$ cat config.mk
export PLATFORM = sky130hd
export DESIGN_NAME = spq_cell
export DESIGN_NICKNAME = d
export VERILOG_FILES = /design/src/rtl/spq_pkg.sv /design/src/rtl/spq_cell.sv
export SDC_FILE = /design/constraint.sdc
export NUM_CORES = 1
export LEC_CHECK = 0
export ABC_AREA = 0
export BUFFER_PORTS_ARGS = -buffer_cell sky130_fd_sc_hd__buf_2
export CAP_MARGIN = 15
export CORE_MARGIN = 2
export CORE_UTILIZATION = 45
export DETAILED_ROUTE_END_ITERATION = 10
export PLACE_DENSITY = 0.93
export SYNTH_ARGS = -nofsm -noshare
export SYNTH_HDL_FRONTEND = slang
export SYNTH_SLANG_ARGS = --single-unit
$ cat constraint.sdc
create_clock -name i_clk -period 11.1 [get_ports i_clk]
set_input_delay 1.11 -clock i_clk [delete_from_list [all_inputs] [get_ports i_clk]]
set_output_delay 1.11 -clock i_clk [all_outputs]
set_load 0.03 [all_outputs]
$ cat src/rtl/spq_pkg.sv
// Shared types and constants for the sorted-insert priority queue.
`timescale 1ns / 1ps
`default_nettype none

package spq_pkg;

    localparam int DEPTH      = 64;
    localparam int TAG_WIDTH  = 32;
    localparam int PRIO_WIDTH = 16;
    localparam int CNT_W      = $clog2(DEPTH + 1);
    localparam int OCC_W      = 7;

    typedef logic [TAG_WIDTH-1:0]  t_tag;
    typedef logic [PRIO_WIDTH-1:0] t_prio;
    typedef logic [CNT_W-1:0]      t_cnt;

    typedef enum logic {
        CMD_ENQ = 1'b0,
        CMD_DEQ = 1'b1
    } t_cmd;

    typedef enum logic [1:0] {
        ST_DONE  = 2'd0,
        ST_EMPTY = 2'd1,
        ST_FULL  = 2'd2
    } t_status;

    // Operation broadcast to every cell of the chain
    typedef struct packed {
        logic  enq;
        logic  deq;
        t_tag  tag;
        t_prio prio;
    } t_bcast;

endpackage

`default_nettype wire

$ cat src/rtl/spq_cell.sv
// One storage cell of the sorted chain: holds a tag and a priority.
`timescale 1ns / 1ps
`default_nettype none

module spq_cell import spq_pkg::*; (
    input  wire         i_clk,
    input  wire t_bcast i_op,
    input  wire         i_occ,
    input  wire         i_left_flag,
    input  wire t_tag   i_left_tag,
    input  wire t_prio  i_left_prio,
    input  wire t_tag   i_right_tag,
    input  wire t_prio  i_right_prio,
    output logic        o_flag,
    output t_tag        o_tag,
    output t_prio       o_prio
);

    t_tag  r_tag;
    t_prio r_prio;
    t_tag  n_tag;
    t_prio n_prio;
    logic  n_we;

    // Flag cells that the new entry goes in front of (or that are free)
    assign o_flag = !i_occ || (i_op.prio < r_prio);

    // Pick the next contents: shift down, shift up, take the new entry or hold
    always_comb begin
        n_we   = 1'b0;
        n_tag  = r_tag;
        n_prio = r_prio;
        if (i_op.deq) begin
            n_we   = 1'b1;
            n_tag  = i_right_tag;
            n_prio = i_right_prio;
        end else if (i_op.enq && o_flag) begin
            n_we = 1'b1;
            if (i_left_flag) begin
                n_tag  = i_left_tag;
                n_prio = i_left_prio;
            end else begin
                n_tag  = i_op.tag;
                n_prio = i_op.prio;
            end
        end
    end

    always_ff @(posedge i_clk) begin
        if (n_we) begin
            r_tag  <= n_tag;
            r_prio <= n_prio;
        end
    end

    assign o_tag  = r_tag;
    assign o_prio = r_prio;

endmodule

`default_nettype wire

**Word level (Yosys, flattened, before mapping)**

Cells that the tools add are included.

- RAM bits: 0
- Input port bits: 149
- Output and inout bits: 49
- Bits in read-only memories: 0
- Latch bits: 0
- Register bits: 48
- Word-level logic and storage cells: 16
- Memories kept: 0

- Bitwise logic cells: 0
- Equality and inequality tests: 0
- Add/sub/neg operators: 0
- Multiplexer cells: 8
- $lt $le $gt $ge: 1
- Shift operators: 0
- Reduce and logical (&&, ||, !) cells: 5
- Multipliers: 0
- Div/mod/pow operators: 0

Operator list:

| cell | number |
|---|---|
| $mux W32 | 3 |
| $mux W16 | 3 |
| $lt A16 B16 Y1 | 1 |
| $mux W1 | 2 |
| $reduce_and A2 Y1 | 1 |
| $reduce_bool A2 Y1 | 1 |
| $logic_and A1 B1 Y1 | 1 |
| $logic_not A1 Y1 | 1 |
| $logic_or A1 B1 Y1 | 1 |

**Logic depth before layout (Yosys ltp)**

Gate-level depths: netlist of run 1.

- Word-level depth: 6
- Mapped depth: 7
- Mapped depth without buffers: 7

**Least setup slack after synthesis of run 1**

No wires, ideal clock.

- Path kind: input port to flip-flop
- Start point: input port i_op[6] (netlist name)
- End point: register r_prio[0] (netlist: o_prio[0]), enable pin
- Data required time: 10.640 ns
- Data arrival time: 4.265 ns
- Stages: 5
- Path buffers: 0
- Library setup time: 0.460 ns
- Setup slack: 6.376 ns
- Path through: ha_1 -> a21o_1 -> a211o_1 -> o221a_1 -> o21ai_1

- Cells in the longest elaborated chain, start to end: 6
- Elaborated cells between the ends (all ways): 7
- Classes of those cells: order compare (1); mux (2); reduce/logical (4)

RTL lines:

| item | line | source |
|---|---|---|
| from (decl) | spq_cell.sv:7 | `input wire t_bcast i_op,` |
| $lt A16 B16 Y1 (*) | spq_cell.sv:26 | `assign o_flag = !i_occ \|\| (i_op.prio < r_prio);` |
| $logic_or A1 B1 Y1 (*) | spq_cell.sv:26 |  |
| $logic_and A1 B1 Y1 (*) | spq_cell.sv:37 | `end else if (i_op.enq && o_flag) begin` |
| $mux W1 | spq_cell.sv:37 |  |
| $mux W1 | spq_cell.sv:33 | `if (i_op.deq) begin` |
| $reduce_and A2 Y1 (no source line) (*) | n/a |  |
| to (signal assigned) | spq_cell.sv:52 | `r_prio <= n_prio;` |
| to (decl) | spq_cell.sv:20 | `t_prio r_prio;` |

Mark *: on every way between the ends. The rest lies on a longest branch, timed or not.
A chain may end at the register's enable or synchronous reset.

**Final worst setup path of run 1**

- Start point: input port i_op[6] (netlist name)
- End point: output port o_flag

- Cells in the longest elaborated chain, start to end: 2

RTL lines:

| item | line | source |
|---|---|---|
| $lt A16 B16 Y1 | spq_cell.sv:26 |  |
| $logic_or A1 B1 Y1 | spq_cell.sv:26 |  |
| to (decl) | spq_cell.sv:14 | `output logic o_flag,` |

No other way between the ends.

==> flow_summary.json, run 1 <==
{
  "skew_ns": 0.00869,
  "cts_resized": 0,
  "place_area_um2": 3870,
  "drc": 0,
  "path_max_fanout": 2,
  "synthFlopType": "edfxtp_1",
  "clock_sinks": 48,
  "synth-seq-cells": 48,
  "grt.total_usage": 0.207,
  "fin_crit_sh": 0.337,
  "drt_iter0_drc": 73,
  "pin_count": 198,
  "fmax_mhz": 267,
  "finalSetupTns_ns": 0,
  "drv_cap": 0,
  "grt-ovfl-total": 0,
  "dieArea_um2": 6950,
  "start_util": 0.473,
  "holdPathStages": 3,
  "crit_top_cell": "buf_2",
  "fp.dieH_um": 83.4,
  "grt_pass1_wl_um": 11600,
  "synth_edf_count": 48,
  "finalHoldViolCount": 0,
  "port_buffers": 197,
  "synth_cell_types": 21,
  "root_buffer": "clkbuf_8",
  "path_cells": "buf_2 > ha_1 > a21o_1 > a211o_1 > o221a_1 > o21ai_1 > buf_2",
  "synth_nets": 432,
  "critPathRequiredTime_ns": 9.99,
  "cts_buffer_depth": 2,
  "multi_input_area_um2": 1270,
  "wl_um": 7300,
  "die_x_um": 83.4,
  "dp.final_hpwl_um": 5950,
  "grt_pass1_vias": 2614,
  "avgSynthCellArea_um2": 10.6,
  "async_flop_share": 0,
  "routed_via_density": 4.90,
  "p_per_area_nw_per_um2": 123,
  "cpPeakStageDelay_ns": 0.30,
  "area_growth_pct": 39.6,
  "numCtsBuffers": 5,
  "antenna_found_initial": 0,
  "critical_path_class": "in -> out",
  "irDropWorstVdd_mv": 0.0625,
  "wl_per_cell_um": 13.7,
  "num-fill-cells": 477,
  "r2r-start": "o_prio[6]$_DFFE_PP_",
  "synthCells": 268,
  "num_rows": 28,
  "critPathArrivalTime_ns": 2.63,
  "netlist.top_cell.by_area": "edfxtp_1",
  "hold_class": "in -> reg",
  "cts_max_level": 2,
  "cp_slowest_cell": "ha_1",
  "cts_tree": "done",
  "seq_area_frac_synth": 0.508,
  "hold_buffers": 0,
  "drv_slew": 0,
  "regArea_um2": 1440,
  "synth_top_cell_area_share": 0.508,
  "yosysWarnings": 0,
  "holdPathEnd": "o_tag[0]$_DFFE_PP_",
  "endpoint_kind": "output port",
  "power.leakage_nw": 2.04,
  "timing.max_slew.rel_slack": 0.470,
  "synthTopCellsByCount": "52 x nand2_1, 48 x edfxtp_1, 48 x mux2i_1",
  "ant_nets": 0,
  "routabilityCongestion": 0.853,
  "hp-start": "i_right_tag[0]",
  "ff2ff_setup_slack_ns": 8.23,
  "n_antenna_cell": 0,
  "startpoint_type": "input port",
  "clk_latency_ns": 0.29,
  "dr.pass1.iters": 4,
  "rsz0062_at_grt": "no",
  "vias": 2618,
  "synth_area_um2": 2840,
  "status": "completed",
  "grt_max_degree": 97,
  "drive_gt1_frac": 0.455,
  "core_area_um2": 5990,
  "r2r-end": "o_prio[15]$_DFFE_PP_",
  "cts_setup_buffers": 0,
  "final-setup-viol-count": 0,
  "final_area_um2": 3960,
  "r2r_cells": 7,
  "worstMarginPinSlew_ns": 0.795,
  "synthTopCellsByArea": "edfxtp_1 51%, mux2i_1 17%, nand2_1 6.9%, ha_1 6.6%, o21ai_0 5.3%",
  "clk_pin_slew_ns": 0.08,
  "synth.most_common_cell": "nand2_1",
  "fin_crit_ns": 3.74,
  "fin_nets": 622
}
final cells by class:
cell class,instances,area share
sequential,48,0.364
clock inverter,2,0.00284
tap,75,0.0237
inverter,16,0.0152
multi-input combinational,187,0.321
timing repair buffer,200,0.255
clock buffer,6,0.0183
metrics by stage:
stage / util / setup WS (ns) / cells / total power [mW] / hold slack, ns
global placement: 0.647 / 7.37 / 526 / 0.388 / 1.21
finish: 0.661 / 7.36 / 534 / 0.486 / 1.10
global route: 0.661 / 7.27 / 534 / 0.512 / 1.09
floorplan: - / 6.38 / 268 / 0.334 / 1.30
CTS: 0.661 / 7.35 / 534 / 0.491 / 1.09
detailed placement: 0.647 / 7.37 / 526 / 0.395 / 1.27
cell families after synthesis:
group / synth area share
buffers and inverters: 0.0472
AO/OA/AOI/OAI: 0.120
adder cells (fa/ha/maj): 0.0662
flip-flops: 0.508
AND/OR/NAND/NOR: 0.0891
multiplexers: 0.169
critical path: cells and delay by family:
kind / cells / cell delay (ns)
AOI/OAI and AO/OA: 4 / 0.91
buffers and inverters: 2 / 0.32
adders and majority gates: 1 / 0.30
placed cells by master, fill, tap and decap left out, types with 4 or more instances in the layout:
| cell | instances |
|---|---|
| o21ai_0 | 30 |
| a21oi_1 | 4 |
| nand2_1 | 52 |
| mux2i_1 | 48 |
| edfxtp_1 | 48 |
| inv_1 | 16 |
| ha_1 | 15 |
| o21ai_1 | 21 |
| nor3_1 | 6 |
| clkbuf_8 | 5 |
| buf_2 | 197 |
layer usage:
layer / track usage / vias to the layer above / part of all wire
li1: - / 1342 / -
met1: 0.229 / 1146 / 0.38
met2: 0.393 / 122 / 0.54
met3: 0.0487 / 8 / 0.070
met4: 0.0566 / 0 / 0.013
met5: 0 / - / 0
worst max path at each step:
stage / start / end / slack [ns]
after floorplan: i_op[6] / o_prio[0]$_DFFE_PP_ / 6.38
after global placement: i_op[6] / o_flag / 7.37
after detailed placement: i_op[6] / o_flag / 7.37
after CTS: i_op[6] / o_flag / 7.35
after global routing: i_op[1] / o_flag / 7.27
final: i_op[6] / o_flag / 7.36
state kept, by name (all words and copies together) (netlist names):
register and cells:
o_prio 16, o_tag 32
power by group:
group	internal, mW	switching, mW	total [mW]
combinational	0.0572	0.0981	0.155
sequential	0.227	0.00708	0.234
clock	0.0437	0.0532	0.0969
No activity file was read; power rests on OpenSTA's default activity.
==> inputs of run 2 (changes only) <==
- CORE_UTILIZATION: 45 -> 42
- PLACE_DENSITY: 0.93 -> 0.88
- clock period: 11.1 -> 3.5 ns (I/O delays scaled with it)
==> run 2 against run 1 <==
Net effect: clock-buffer cell count shrank 1; die area grew 6.8%; via count grew 2.8%; global-route usage shrank 0.14 points; largest power group unchanged; hold slack lost 0.77 ns; non-clock buffer count grew 1; cell count grew 0.56%; critical path type is now reg -> out.
==> flow_summary.json, run 2 (synthesis gave the netlist of run 1 again) <==
{
  "status": "completed",
  "r2r_cells": 7,
  "area_growth_pct": 40.1,
  "start_util": 0.441,
  "dieArea_um2": 7420,
  "cts_max_level": 2,
  "ant_nets": 0,
  "drc": 0,
  "critPathTopFamily": "compound AO/OA/AOI/OAI gates",
  "path_cells": "inv_1 > ha_1 > a21o_1 > a211o_1 > o221a_1 > o21ai_1 > buf_2",
  "clk_pin_slew_ns": 0.09,
  "p_per_area_nw_per_um2": 395,
  "cp_slowest_cell": "edfxtp_1",
  "layout_commonest_cell": "buf_2",
  "dp.final_hpwl_um": 6240,
  "r2r-start": "o_prio[6]$_DFFE_PP_",
  "grt.total_usage": 0.206,
  "endpoint_kind": "output port",
  "drv_cap": 0,
  "cts_buffer_depth": 2,
  "irDropWorstVdd_mv": 0.228,
  "fin_crit_sh": 0.709,
  "fin_crit_ns": 2.48,
  "final-setup-viol-count": 0,
  "path_max_fanout": 2,
  "setup_ws_ns": 1.02,
  "finalSetupTns_ns": 0,
  "root_buffer": "clkbuf_8",
  "dr.pass1.iters": 4,
  "place_inst": 529,
  "grt_max_degree": 53,
  "routed_via_density": 5.01,
  "grt_pass1_vias": 2702,
  "routabilityCongestion": 0.881,
  "timing.max_slew.rel_slack": 0.504,
  "worstMarginPinSlew_ns": 0.744,
  "hold_class": "in -> reg",
  "post-route-util": 0.619,
  "cpPeakStageDelay_ns": 0.40,
  "numCtsBuffers": 5,
  "die_x_um": 86.2,
  "critical_path_class": "reg -> out",
  "cp-startpoint": "o_prio[6]$_DFFE_PP_",
  "cts_resized": 0,
  "ff2ff_setup_slack_ns": 1.19,
  "largest_reg_flops": 32,
  "startpoint_type": "flop",
  "drv_slew": 0,
  "core_area_um2": 6420,
  "crit_buf_inv": 2,
  "power.leakage_nw": 2.05,
  "vias": 2692,
  "drive_gt1_frac": 0.461,
  "rsz0062_at_grt": "no",
  "critPathArrivalTime_ns": 2.13,
  "fin_cells": 537,
  "drt_iter0_drc": 74,
  "clk_latency_ns": 0.30,
  "num_rows": 29,
  "pre_cts_ws_ns": 1.10,
  "grt-ovfl-total": 0,
  "n_antenna_cell": 0,
  "clock_sinks": 48,
  "finalHoldViolCount": 0,
  "antenna_found_initial": 0,
  "skew_ns": 0.00670,
  "wl_per_cell_um": 14.4,
  "fin_nets": 623,
  "port_buffers": 197,
  "crit_end": "o_flag",
  "pin_count": 198,
  "cts_setup_buffers": 0,
  "grt_pass1_wl_um": 12000,
  "cts_tree": "done",
  "r2r-end": "o_tag[15]$_DFFE_PP_",
  "fp.dieH_um": 86.2,
  "critPathRequiredTime_ns": 3.15,
  "wl_um": 7720,
  "path_depth": 7,
  "mostFrequentLayoutCells": "197 x buf_2, 52 x nand2_1, 48 x mux2i_1, 48 x edfxtp_1, 30 x o21ai_0",
  "fmax_mhz": 403,
  "hold_buffers": 0
}
## run 2: metal layers
layer / up-vias / track usage / wire length [µm]
met5: - / 0 / 0
met4: 0 / 0.0837 / 169
met3: 14 / 0.0635 / 647
met2: 122 / 0.371 / 4010
met1: 1205 / 0.223 / 2890
li1: 1351 / - / -
## run 2: final cells by class
cell class / instances / area, µm²
clock inverter: 3 / 18.8
clock buffer: 5 / 68.8
timing repair buffer: 201 / 1020
multi-input combinational: 187 / 1270
tap: 77 / 96.3
inverter: 16 / 60.1
sequential: 48 / 1440
fill: 520 / 2450
## run 2: tightest hold or removal path: stages
cell	delay (ns)
buf_2	0.07
nand2_1	0.04
o21ai_0	0.06
## run 2: where the power goes
group	switching, mW	internal (mW)
clock	0.190	0.140
combinational	0.316	0.183
sequential	0.0221	0.718
## run 2: worst min path at each step
stage | from | to | slack [ns] | depth (start not counted)
global route | i_right_prio[0] | o_prio[0]$_DFFE_PP_ | 0.33 | 3
global placement | i_right_tag[4] | o_tag[4]$_DFFE_PP_ | 0.63 | 3
CTS | i_right_tag[5] | o_tag[5]$_DFFE_PP_ | 0.32 | 3
floorplan | i_right_prio[0] | o_prio[0]$_DFFE_PP_ | 0.54 | 2
detailed placement | i_right_tag[5] | o_tag[5]$_DFFE_PP_ | 0.64 | 3
finish | i_right_tag[5] | o_tag[5]$_DFFE_PP_ | 0.33 | 3
## run 2: stage by stage
stage	hold slack [ns]	total power, mW	instance area (µm²)
after floorplan	0.541	1.06	2840
after global placement	0.631	1.23	3880
after detailed placement	0.637	1.25	3880
after CTS	0.318	1.58	3970
after global routing	0.329	1.65	3970
final	0.333	1.57	3970
==> inputs of run 3 (changes only) <==
- ABC_AREA: 0 -> 1
- clock period: 3.5 -> 2.4 ns (I/O delays scaled with it)
==> run 3 against run 2 <==
Net effect: critical path depth grew 5; die area shrank 0.34%; sequential share of layout area grew 0.56 points; final area shrank 1.5%; total power grew 39%; clock skew grew 0.0028 ns; cell count grew 11%.
==> flow_summary.json, run 3 <==
{
  "ant_nets": 0,
  "cpPeakStageDelay_ns": 0.39,
  "holdPathEnd": "o_tag[10]$_DFFE_PP_",
  "grt_pass1_wl_um": 13000,
  "yosysWarnings": 0,
  "timing.max_slew.rel_slack": 0.480,
  "synthTopCellsByArea": "edfxtp_1 51%, a21oi_1 18%, nand2_1 8.8%, ha_1 6.6%, nor2_1 6.6%",
  "drv_slew": 0,
  "status": "completed",
  "skew_ns": 0.00952,
  "r2r-end": "o_tag[24]$_DFFE_PP_",
  "root_buffer": "clkbuf_8",
  "dp.final_hpwl_um": 6200,
  "startpoint_type": "flop",
  "synth_area_um2": 2830,
  "finalHoldViolCount": 0,
  "hold_class": "in -> reg",
  "clk_pin_slew_ns": 0.09,
  "async_flop_share": 0,
  "die_x_um": 86.0,
  "power.leakage_nw": 1.98,
  "regArea_um2": 1440,
  "cts_tree": "done",
  "synthCells": 331,
  "netlist.top_cell.by_area": "edfxtp_1",
  "synthFlopType": "edfxtp_1",
  "critPathArrivalTime_ns": 2.00,
  "seq_area_frac_synth": 0.510,
  "fin_nets": 683,
  "layout_commonest_cell": "buf_2",
  "routed_via_density": 5.11,
  "post-route-util": 0.609,
  "clock_sinks": 48,
  "antenna_found_initial": 0,
  "critPathRequiredTime_ns": 2.37,
  "endpoint_kind": "flop",
  "multi_input_area_um2": 1180,
  "mostFrequentLayoutCells": "197 x buf_2, 103 x a21oi_1, 65 x nand2_1, 50 x nor2_1, 48 x edfxtp_1",
  "dr.pass1.iters": 4,
  "finalSetupTns_ns": 0,
  "wl_per_cell_um": 13.9,
  "area_growth_pct": 38.5,
  "start_util": 0.440,
  "largest_reg_flops": 32,
  "critical_path_class": "reg -> reg",
  "cp-startpoint": "o_prio[15]$_DFFE_PP_",
  "path_max_fanout": 48,
  "hold_buffers": 0,
  "grt_pass1_vias": 2918,
  "fp.dieH_um": 86.0,
  "port_buffers": 197,
  "drt_iter0_drc": 120,
  "dieArea_um2": 7400,
  "pin_count": 198,
  "synth.most_common_cell": "a21oi_1",
  "num_rows": 29,
  "fin_crit_ns": 2.03,
  "ff2ff_setup_slack_ns": 0.37,
  "grt_max_degree": 49,
  "r2r_cells": 12,
  "path_cells": "inv_1 > ha_1 > nand2_1 > inv_1 > nand3_1 > inv_1 > a21oi_1 > nand2_1 > nand2_2 > nand2_1 > nand2_4 > buf_12",
  "n_antenna_cell": 0,
  "synth_cell_types": 16,
  "vias": 3048,
  "drv_cap": 0,
  "num-fill-cells": 581,
  "synth_nets": 495,
  "synthTopCellsByCount": "103 x a21oi_1, 66 x nand2_1, 50 x nor2_1",
  "grt-ovfl-total": 0,
  "r2r-start": "o_prio[15]$_DFFE_PP_",
  "p_per_area_nw_per_um2": 556,
  "fin_crit_sh": 0.845,
  "worstMarginPinSlew_ns": 0.779,
  "core_area_um2": 6420,
  "wl_um": 8260,
  "drive_gt1_frac": 0.408,
  "holdPathStages": 3,
  "synth-seq-cells": 48,
  "final-setup-viol-count": 0,
  "drc": 0,
  "cts_buffer_depth": 2,
  "cts_max_level": 2,
  "synth_top_cell_area_share": 0.510,
  "fmax_mhz": 493,
  "routabilityCongestion": 0.873,
  "clk_latency_ns": 0.29,
  "cts_resized": 0,
  "cp_slowest_cell": "edfxtp_1",
  "numCtsBuffers": 5,
  "grt.total_usage": 0.221,
  "hp-start": "i_right_tag[10]",
  "rsz0062_at_grt": "no",
  "irDropWorstVdd_mv": 0.282,
  "synth_edf_count": 48,
  "avgSynthCellArea_um2": 8.54,
  "cts_setup_buffers": 0
}
-- run 3: cell count changes after synthesis, sizes merged, moves of 4 or more --
cell	change
mux2i	-48
inv	+7
buf	+13
nand2	+15
nor3	-4
o21ai	-50
clkbuf	-10
nor2	+48
a21oi	+99
-- run 3: worst max path at each step --
stage	endpoint	slack, ns	depth (start not counted)
floorplan	o_prio[0]$_DFFE_PP_	0.09	11
global placement	o_tag[15]$_DFFE_PP_	0.49	12
detailed placement	o_tag[13]$_DFFE_PP_	0.41	12
CTS	o_tag[4]$_DFFE_PP_	0.39	12
global route	o_tag[6]$_DFFE_PP_	0.13	12
finish	o_tag[24]$_DFFE_PP_	0.37	12
-- run 3: cell type report --
cell class	instances	share of cell area
flip-flops and latches	48	0.368
clock inverters	1	0.00128
multi-input cells	240	0.302
well taps	77	0.0246
repair buffers	201	0.263
inverters	23	0.0221
clock buffers	6	0.0185
-- run 3: metrics by stage --
stage	total power [mW]	hold slack (ns)	setup WS, ns	cell area, µm²	cells
2_1_floorplan	1.48	0.470	0.0936	2830	331
3_3_place_gp	1.72	0.564	0.487	3830	589
3_5_place_dp	1.75	0.569	0.410	3830	589
4_1_cts	2.20	0.261	0.387	3910	596
5_1_grt	2.30	0.263	0.129	3910	596
6_report	2.18	0.274	0.371	3910	596
-- run 3: worst max-delay path, delay by kind of cell (launching register included) --
family / cells / cell delay [ns]
compound gates: 1 / 0.15
fa+ha+maj: 1 / 0.23
buf+inv: 4 / 0.43
flops: 1 / 0.39
simple gates: 6 / 0.49
-- run 3: routing by layer --
layer,GRT usage,vias to the layer above,routed length [µm]
met2,0.425,160,4400
met5,0,-,0
met3,0.0568,10,690
met4,0.0548,0,87
met1,0.237,1376,3090
li1,-,1502,-
-- run 3: kinds of logic (layout without fill, tap and decap cells) --
kind of cell / count (synthesis) / count (layout) / synth area share
adders and majority gates: 15 / 15 / 0.0664
AOI/OAI and AO/OA: 105 / 105 / 0.186
buffers and inverters: 43 / 231 / 0.0740
and+or+nand+nor: 120 / 120 / 0.163
DFF: 48 / 48 / 0.510
-- run 3: report_power, final --
| group | total (mW) | switching, mW | internal, mW |
|---|---|---|---|
| combinational | 0.675 | 0.436 | 0.239 |
| clock | 0.445 | 0.247 | 0.199 |
| sequential | 1.06 | 0.0263 | 1.03 |
